**src/rtl/mm4_pkg.sv**
```systemverilog
package mm4_pkg;

	localparam int DIM      = 4;
	localparam int IDX_W    = 2;
	localparam int ADDR_W   = $clog2(DIM * DIM);
	localparam int VAL_W    = 32;
	localparam int PROD_W   = 2 * VAL_W;
	localparam int ACC_W    = PROD_W + $clog2(DIM);
	localparam int FRAC_W   = 16;
	localparam int FUNC_W   = 2;
	localparam int S_DATA_W = 40;
	localparam int M_DATA_W = 40;

	typedef enum logic [FUNC_W-1:0] {
		FN_LOAD_LEFT  = 2'd0,
		FN_LOAD_RIGHT = 2'd1,
		FN_COMPUTE    = 2'd2
	} func_t;

	typedef enum logic [1:0] {
		ST_IDLE,
		ST_START,
		ST_ISSUE,
		ST_DRAIN
	} state_t;

	typedef struct packed {
		logic             wr_left;
		logic             wr_right;
		logic [IDX_W-1:0] wr_row;
		logic [IDX_W-1:0] wr_col;
		logic [VAL_W-1:0] wr_data;
		logic             mac_valid;
		logic             mac_first;
		logic             mac_last;
		logic             elem_last;
		logic [IDX_W-1:0] row;
		logic [IDX_W-1:0] col;
		logic [IDX_W-1:0] k;
	} cmd_t;

	typedef struct packed {
		logic pipe_busy;
		logic out_full;
	} status_t;

endpackage

```
**src/rtl/matrix_multiply_4x4_unit.sv**
```systemverilog
// 4x4 matrix multiplier, signed Q16.16. A word with tuser 0 or 1 writes one element of the
// left or right matrix at (row, col); both matrices are zero after reset.
// A word with tuser 2 streams out the 16 elements of left * right, column by column and row
// by row within a column, tlast on the final one; each element is the exact sum of four
// Q32.32 products, floored to Q16.16 and saturated. Every element runs four steps through one
// shared 32x32 multiplier, then drains into the single output register, and the next element
// starts only once that register is free. No input word is taken while a product is being
// formed; a tuser code of 3 is dropped.
module matrix_multiply_4x4_unit (
	input  logic                            clk,
	input  logic                            arst_n,
	input  logic                            s_tvalid,
	output logic                            s_tready,
	input  logic [mm4_pkg::S_DATA_W-1:0]    s_tdata,  // row_index[1:0], col_index[3:2],
	                                                  // element_value[35:4], zero[39:36]
	input  logic [mm4_pkg::FUNC_W-1:0]      s_tuser,  // func[1:0]
	output logic                            m_tvalid,
	input  logic                            m_tready,
	output logic [mm4_pkg::M_DATA_W-1:0]    m_tdata,  // out_row[1:0], out_col[3:2],
	                                                  // product_value[35:4], zero[39:36]
	output logic                            m_tlast
);
	import mm4_pkg::*;

	cmd_t                    cmd;
	status_t                 status;
	logic [IDX_W-1:0]        out_row, out_col;
	logic signed [VAL_W-1:0] product_value;

	mm4_ctrl u_ctrl (
		.clk      (clk),
		.arst_n   (arst_n),
		.s_tvalid (s_tvalid),
		.s_tready (s_tready),
		.in_func  (s_tuser),
		.in_row   (s_tdata[IDX_W-1:0]),
		.in_col   (s_tdata[2*IDX_W-1:IDX_W]),
		.in_value (s_tdata[2*IDX_W+VAL_W-1:2*IDX_W]),
		.status   (status),
		.cmd      (cmd)
	);

	mm4_datapath u_datapath (
		.clk           (clk),
		.arst_n        (arst_n),
		.cmd           (cmd),
		.status        (status),
		.out_valid     (m_tvalid),
		.out_ready     (m_tready),
		.out_row       (out_row),
		.out_col       (out_col),
		.product_value (product_value),
		.last_element  (m_tlast)
	);

	assign m_tdata = {(M_DATA_W - 2*IDX_W - VAL_W)'(0), product_value, out_col, out_row};

endmodule

```
**src/rtl/mm4_ctrl.sv**
```systemverilog
module mm4_ctrl (
	input  logic                                clk,
	input  logic                                arst_n,
	input  logic                                s_tvalid,
	output logic                                s_tready,
	input  logic [mm4_pkg::FUNC_W-1:0]          in_func,
	input  logic [mm4_pkg::IDX_W-1:0]           in_row,
	input  logic [mm4_pkg::IDX_W-1:0]           in_col,
	input  logic [mm4_pkg::VAL_W-1:0]           in_value,
	input  mm4_pkg::status_t                    status,
	output mm4_pkg::cmd_t                       cmd
);
	import mm4_pkg::*;

	state_t           state_q, state_d;
	logic [IDX_W-1:0] row_q, col_q, k_q;
	logic             accept;
	logic             in_range;
	logic             k_end, row_end, col_end;

	assign k_end   = (k_q == IDX_W'(DIM - 1));
	assign row_end = (row_q == IDX_W'(DIM - 1));
	assign col_end = (col_q == IDX_W'(DIM - 1));
	assign in_range = ({1'b0, in_row} < (IDX_W + 1)'(DIM)) &&
	                  ({1'b0, in_col} < (IDX_W + 1)'(DIM));

	always_ff @(posedge clk or negedge arst_n) begin
		if (!arst_n) begin
			state_q <= ST_IDLE;
			row_q   <= '0;
			col_q   <= '0;
			k_q     <= '0;
		end else begin
			state_q <= state_d;
			unique case (state_q)
				ST_IDLE: begin
					row_q <= '0;
					col_q <= '0;
					k_q   <= '0;
				end
				ST_ISSUE: begin
					k_q <= k_end ? '0 : k_q + 1'b1;
				end
				ST_DRAIN: begin
					if (!status.pipe_busy) begin
						if (row_end) begin
							row_q <= '0;
							col_q <= col_q + 1'b1;
						end else begin
							row_q <= row_q + 1'b1;
						end
					end
				end
				default: ;
			endcase
		end
	end

	always_comb begin
		state_d       = state_q;
		s_tready      = (state_q == ST_IDLE);
		accept        = s_tvalid && s_tready;
		cmd           = '0;
		cmd.wr_row    = in_row;
		cmd.wr_col    = in_col;
		cmd.wr_data   = in_value;
		cmd.row       = row_q;
		cmd.col       = col_q;
		cmd.k         = k_q;
		cmd.mac_first = (k_q == '0);
		cmd.mac_last  = k_end;
		cmd.elem_last = row_end && col_end;
		unique case (state_q)
			ST_IDLE: begin
				if (accept) begin
					unique case (func_t'(in_func))
						FN_LOAD_LEFT:  cmd.wr_left  = in_range;
						FN_LOAD_RIGHT: cmd.wr_right = in_range;
						FN_COMPUTE:    state_d      = ST_START;
						default:       ;
					endcase
				end
			end
			ST_START: begin
				if (!status.out_full) begin
					state_d = ST_ISSUE;
				end
			end
			ST_ISSUE: begin
				cmd.mac_valid = 1'b1;
				if (k_end) begin
					state_d = ST_DRAIN;
				end
			end
			ST_DRAIN: begin
				if (!status.pipe_busy) begin
					state_d = (row_end && col_end) ? ST_IDLE : ST_START;
				end
			end
			default: state_d = ST_IDLE;
		endcase
	end

endmodule

```
**src/rtl/mm4_datapath.sv**
```systemverilog
module mm4_datapath (
	input  logic                          clk,
	input  logic                          arst_n,
	input  mm4_pkg::cmd_t                 cmd,
	output mm4_pkg::status_t              status,
	output logic                          out_valid,
	input  logic                          out_ready,
	output logic [mm4_pkg::IDX_W-1:0]     out_row,
	output logic [mm4_pkg::IDX_W-1:0]     out_col,
	output logic signed [mm4_pkg::VAL_W-1:0] product_value,
	output logic                          last_element
);
	import mm4_pkg::*;

	localparam int SH_W = ACC_W - FRAC_W;

	logic [VAL_W-1:0]         left_q  [DIM*DIM];
	logic [VAL_W-1:0]         right_q [DIM*DIM];

	logic [ADDR_W-1:0]        wr_addr, left_addr, right_addr;

	logic                     valid_s1, first_s1, last_s1, elast_s1;
	logic [IDX_W-1:0]         row_s1, col_s1;
	logic signed [VAL_W-1:0]  a_s1, b_s1;

	logic                     valid_s2, first_s2, last_s2, elast_s2;
	logic [IDX_W-1:0]         row_s2, col_s2;
	logic signed [PROD_W-1:0] prod_s2;

	logic signed [ACC_W-1:0]  acc_q, sum;
	logic signed [SH_W-1:0]   sh;
	logic signed [VAL_W-1:0]  sat;
	logic                     out_full_q;

	assign wr_addr    = ADDR_W'(cmd.wr_row * DIM + cmd.wr_col);
	assign left_addr  = ADDR_W'(cmd.row * DIM + cmd.k);
	assign right_addr = ADDR_W'(cmd.k * DIM + cmd.col);

	always_ff @(posedge clk or negedge arst_n) begin
		if (!arst_n) begin
			for (int i = 0; i < DIM * DIM; i++) begin
				left_q[i]  <= '0;
				right_q[i] <= '0;
			end
		end else begin
			if (cmd.wr_left) begin
				left_q[wr_addr] <= cmd.wr_data;
			end
			if (cmd.wr_right) begin
				right_q[wr_addr] <= cmd.wr_data;
			end
		end
	end

	always_ff @(posedge clk or negedge arst_n) begin
		if (!arst_n) begin
			valid_s1   <= 1'b0;
			valid_s2   <= 1'b0;
			out_full_q <= 1'b0;
		end else begin
			valid_s1 <= cmd.mac_valid;
			valid_s2 <= valid_s1;
			if (valid_s2 && last_s2) begin
				out_full_q <= 1'b1;
			end else if (out_ready) begin
				out_full_q <= 1'b0;
			end
		end
	end

	always_ff @(posedge clk) begin
		a_s1     <= left_q[left_addr];
		b_s1     <= right_q[right_addr];
		first_s1 <= cmd.mac_first;
		last_s1  <= cmd.mac_last;
		elast_s1 <= cmd.elem_last;
		row_s1   <= cmd.row;
		col_s1   <= cmd.col;

		prod_s2  <= a_s1 * b_s1;
		first_s2 <= first_s1;
		last_s2  <= last_s1;
		elast_s2 <= elast_s1;
		row_s2   <= row_s1;
		col_s2   <= col_s1;

		if (valid_s2) begin
			acc_q <= sum;
		end
		if (valid_s2 && last_s2) begin
			product_value <= sat;
			out_row       <= row_s2;
			out_col       <= col_s2;
			last_element  <= elast_s2;
		end
	end

	always_comb begin
		sum = (first_s2 ? ACC_W'(0) : acc_q) + ACC_W'(prod_s2);
		sh  = SH_W'(sum >>> FRAC_W);
		if (sh > SH_W'(signed'({1'b0, {(VAL_W-1){1'b1}}}))) begin
			sat = {1'b0, {(VAL_W-1){1'b1}}};
		end else if (sh < -SH_W'(signed'({1'b0, 1'b1, {(VAL_W-1){1'b0}}}))) begin
			sat = {1'b1, {(VAL_W-1){1'b0}}};
		end else begin
			sat = sh[VAL_W-1:0];
		end
	end

	assign status.pipe_busy = valid_s1 || valid_s2;
	assign status.out_full  = out_full_q;
	assign out_valid        = out_full_q;

endmodule

```
**config.mk**
```make
export PLATFORM = sky130hd
export DESIGN_NAME = matrix_multiply_4x4_unit
export DESIGN_NICKNAME = d
export VERILOG_FILES = /design/src/rtl/mm4_pkg.sv /design/src/rtl/matrix_multiply_4x4_unit.sv /design/src/rtl/mm4_ctrl.sv /design/src/rtl/mm4_datapath.sv
export SDC_FILE = /design/constraint.sdc
export NUM_CORES = 2
export LEC_CHECK = 0
export ABC_AREA = 0
export BUFFER_PORTS_ARGS = -buffer_cell sky130_fd_sc_hd__buf_2
export CAP_MARGIN = 20
export CORE_MARGIN = 2
export CORE_UTILIZATION = 30
export CTS_CLUSTER_SIZE = 12
export DETAILED_ROUTE_END_ITERATION = 8
export PLACE_DENSITY = 0.47
export SYNTH_ARGS = -nofsm -noshare
export SYNTH_HDL_FRONTEND = slang
export SYNTH_SLANG_ARGS = --single-unit
```
**constraint.sdc**
```tcl
create_clock -name clk -period 14.4 [get_ports clk]
set_input_delay 3.6 -clock clk [delete_from_list [all_inputs] [get_ports clk]]
set_output_delay 3.6 -clock clk [all_outputs]
set_load 0.01 [all_outputs]
```
==> results.txt <==
----------------------------------------------------
[Floorplanning]
  Starting density of the core ... 0.301
  Io pins ... 89
  Area of the die ... 0.315 sq mm
  Total number of placement rows ... 204
  Core Region ... 0.309 sq mm
  Vertical extent of the die ... 561 um
  Horizontal die dimension ... 561 um

[Finish]
  Fraction of layout cells with a size suffix above 1 ... 0.250
  Util after Layout ... 0.333
  Number of standard cells in the layout, taps in and fillers out ... 11,700
  Filler Cells Inserted ... 30,900
  Nets@finish ... 8,805
  Area growth from synthesis to final layout ... 10.4%
  Total area of multi-input combinational cells ... 0.0555 sq mm
  Storage cell area ... 0.0319 sq mm

[Job]
  Count of max-cap constraint violations ... 0

[Worst setup path]
  Worst R2R Setup Slack ... 5060 ps
  Number of buffers and inverters on the critical path ... 7
  Timing startpoint of the critical path ... u_datapath.a_s1[31]
  Highest fanout seen on the critical path ... 32
  Cell with the biggest individual delay on the critical path ... sky130_fd_sc_hd__dfxtp_2
  Setup crit start kind ... flip-flop
  Kind of end point of the critical path ... flip-flop
  Setup Crit Path Kind ... reg2reg
  Cell mode on critical path ... sky130_fd_sc_hd__fa_1
  Cell class contributing the biggest share of worst-path delay ... adder cells
  Arrival time of the worst setup path ... 10,030 ps
  Reg-to-reg critical path startpoint ... u_datapath.a_s1[31]
  Slowest stage delay, CP ... 990 ps
  Required time reported for the critical path endpoint ... 15,090 ps

[Timing]
  RSZ-0062 raised after global routing ... false
  Hold WS ... 325 ps
  Worst clock skew ... 94.7 ps
  Max-slew headroom at the worst pin ... 0.262
  Final setup violation count ... 0
  Highest clock frequency the design can meet ... 107 MHz
  Tcrit/Tclk final ... 0.649
  Total count of max-transition violations in the final report ... 0
  Clock period minus worst slack ... 9340 ps
  Fin Setup TNS ... 0 ps
  Final hold viol count ... 0
  Actual slew at the worst max-slew pin ... 1110 ps

[Route]
  Detailed-route DRC error count ... 0
  Number of nets with antenna violations after detailed routing ... 0
  Routed wire length ... 247 mm
  Via-to-Cell Ratio ... 4.79
  DRT iter0 DRCs ... 2,974
  Number of iterations in the first detailed-routing pass ... 5
  Number of vias after detailed routing ... 55,900
  Post-DR wirelength/cell ... 21.2 um

[Logic synthesis]
  Cells after synthesis ... 7,575
  Dominant register cell in the synthesized netlist ... sky130_fd_sc_hd__dfrtp_1
  Count of yosys warnings during synthesis ... 0
  Sequential-to-total area share from yosys stat ... 0.342
  Largest cells by area after synthesis ... sky130_fd_sc_hd__dfrtp_1 28%, sky130_fd_sc_hd__fa_1 23%, sky130_fd_sc_hd__mux2_2 12%
  Fraction of post-synthesis cell area in the top cell type by area ... 0.278
  Arithmetic-cell share of the synthesized area counting full adders, half adders and majority gates ... 0.267
  Main combinational cell family by area after synthesis ... adder cells
  Dominant cell by count in the synthesized netlist ... sky130_fd_sc_hd__fa_1
  Flip-flop and latch count after synthesis ... 1,280
  Share of flip-flops with an asynchronous set or reset after synthesis ... 0.809
  Post-synthesis cell type with the largest combined area ... sky130_fd_sc_hd__dfrtp_1
  Synthesized-area fraction occupied by xor and xnor cells ... 0.0121
  Basic-gate share of the synthesized area counting and, or, nand and nor cells ... 0.0793
  Synthesized-area fraction occupied by ao, oa, aoi and oai cells ... 0.0339
  Number of flops mapped to enable cells by yosys ... 103
  Most numerous cell types in the synthesized netlist ... 1,083 x sky130_fd_sc_hd__fa_1, 1,039 x sky130_fd_sc_hd__inv_1, 1,035 x sky130_fd_sc_hd__dfrtp_1
  Mux contribution to synthesized area ... 0.202
  Syn avg cell area ... 12.3 sq um
  Count of distinct cell types in the synthesized netlist ... 93
  Cell area after technology mapping ... 0.0931 sq mm

[Global route]
  Met1 Usage GRT ... 0.230
  Met2 Use GR ... 0.255
  Via count of the first global-routing pass ... 61,900
  Remaining global-route overflow ... 0
  Number of antenna violations at the first check in global routing ... 22
  Wire length of the first global-routing pass ... 387 mm
  Maximum number of pins on one net before global-route repair ... 183
  Met3 track demand over resource ... 0.0227
  Highest-utilization routing layer at the global route stage ... met2
  Global-route usage over all layers ... 0.159

[CTS]
  Maximum clock insertion buffer count ... 4
  Master cell of the clock root buffer ... sky130_fd_sc_hd__clkbuf_16
  Clock edge transition at the registers on the reported setup and hold paths ... 60 ps
  Number of resized instances in the post-cts repair step ... 0
  H-tree levels ... 4
  # Post-CTS Setup Buffers ... 0
  Clock tree from TritonCTS ... done
  Number of hold buffers added after cts ... 0
  Insertion delay to the later sink of the worst-skew pair ... 850 ps
  Clock sinks ... 1,280
  Total CTS buffers ... 153

[Placed design]
  Detailed placement HPWL ... 170 mm
  Number of buffer cells added on primary ports ... 80
  Placer congestion estimate ... 0.841
  Post-Place Cells ... 11,400

[Power]
  Final Total Pwr ... 13,800 uW
  Pwr dens ... 134 mW/mm^2
  Leakage component of the power ... 0.0487 uW
  Maximum vdd ir drop ... 0.000102 V

[Worst hold path]
  Min-delay src ... u_datapath.last_s1
  Type of the most critical hold path ... reg2reg

[Outcome]
  Result of the run ... finished clean

----------------------------------------------------
## through the flow
| stage | setup slack, ps | cell area, sq um |
|---|---|---|
| 5_1_grt | 4490 | 103000 |
| 4_1_cts | 5010 | 103000 |
| 3_5_place_dp | 5010 | 97800 |
| 3_3_place_gp | 5120 | 97800 |
| 2_1_floorplan | 6460 | 93100 |
| 6_report | 5060 | 103000 |
## placed cells by master, fill, tap and decap left out, drive strengths merged, types with 15 or more instances in the layout
master,n
a21o,57
dfxtp,142
dfrtp,1035
nor2,105
nor3,28
clkinv,23
inv,1043
nand4,33
edfxtp,103
clkbuf,235
fa,1083
and2,515
o21ai,97
xnor2,90
mux4,320
ha,257
nand2,601
o21a,15
nand3,34
xor2,39
nor2b,82
nand2b,20
a21oi,155
mux2,1027
o21bai,31
buf,194
## metal layers
metal / vias up / share of wire
li1: 24400 / -
met1: 30200 / 0.48
met2: 1032 / 0.46
met3: 309 / 0.045
met4: 18 / 0.017
met5: - / 0.00042
## cell type report
class,instances,area share
repair buffers,194,0.0129
multi-input cells,4749,0.541
diodes,12,0.000292
flip-flops and latches,1280,0.310
well taps,4120,0.0502
clock inverters,31,0.00302
clock buffers,235,0.0446
inverters,1041,0.0380
## where the power goes
group	internal [uW]	leakage, uW	total (uW)	switching (uW)
Combinational	2070	0.0300	5180	3110
Sequential	4350	0.0163	4790	441
Clock	2260	0.00241	3810	1550
## flip-flops by register name, indices dropped and copies added, names as in the netlist, 2 cells and up
name	count
u_ctrl.col_q	2
u_ctrl.k_q	2
u_ctrl.row_q	2
u_ctrl.state_q	2
u_datapath.a_s1	32
u_datapath.acc_q	66
u_datapath.b_s1	32
u_datapath.col_s1	2
u_datapath.col_s2	2
u_datapath.left_q	512
u_datapath.out_col	2
u_datapath.out_row	2
u_datapath.prod_s2	64
u_datapath.product_value	32
u_datapath.right_q	512
u_datapath.row_s1	2
u_datapath.row_s2	2
## worst register-to-register path, stage by stage, from the launching register on
cell	delay, ps
sky130_fd_sc_hd__dfxtp_2	990
sky130_fd_sc_hd__nand2_1	340
sky130_fd_sc_hd__inv_1	170
sky130_fd_sc_hd__fa_1	400
sky130_fd_sc_hd__inv_1	240
sky130_fd_sc_hd__fa_1	470
sky130_fd_sc_hd__inv_1	210
sky130_fd_sc_hd__fa_1	490
sky130_fd_sc_hd__fa_1	840
sky130_fd_sc_hd__inv_1	420
sky130_fd_sc_hd__fa_1	590
sky130_fd_sc_hd__inv_1	50
sky130_fd_sc_hd__fa_1	490
sky130_fd_sc_hd__fa_1	500
sky130_fd_sc_hd__inv_1	50
sky130_fd_sc_hd__fa_1	500
sky130_fd_sc_hd__inv_1	40
sky130_fd_sc_hd__ha_1	340
sky130_fd_sc_hd__a21o_1	230
sky130_fd_sc_hd__a21o_1	180
sky130_fd_sc_hd__a221o_1	350
sky130_fd_sc_hd__a31oi_2	240
sky130_fd_sc_hd__o311ai_1	190
sky130_fd_sc_hd__a311oi_1	460
sky130_fd_sc_hd__o21ai_1	130
sky130_fd_sc_hd__a21oi_1	190
sky130_fd_sc_hd__xnor2_1	150
## cells by family (layout without fill, tap and decap cells)
| family | after synthesis | count (layout) |
|---|---|---|
| mux | 1350 | 1350 |
| fa+ha+maj | 1340 | 1340 |
| other cells | 1 | 16 |
| compound gates | 460 | 460 |
| flops | 1280 | 1280 |
| simple gates | 1466 | 1466 |
| buf+inv | 1549 | 1501 |
| xor+xnor | 129 | 129 |
## path summary, 6_finish.rpt
path                            cells after the start                       to
max in group asynchronous                           4  u_datapath.right_q[297]
worst min-delay path                                0       u_datapath.last_s2
worst max-delay path                               26   u_datapath.prod_s2[63]
min in group asynchronous                           1  u_datapath.right_q[155]
worst min register to register                      0       u_datapath.last_s2
worst max register to register                     26   u_datapath.prod_s2[63]
No activity file was read; power rests on OpenSTA's default activity.
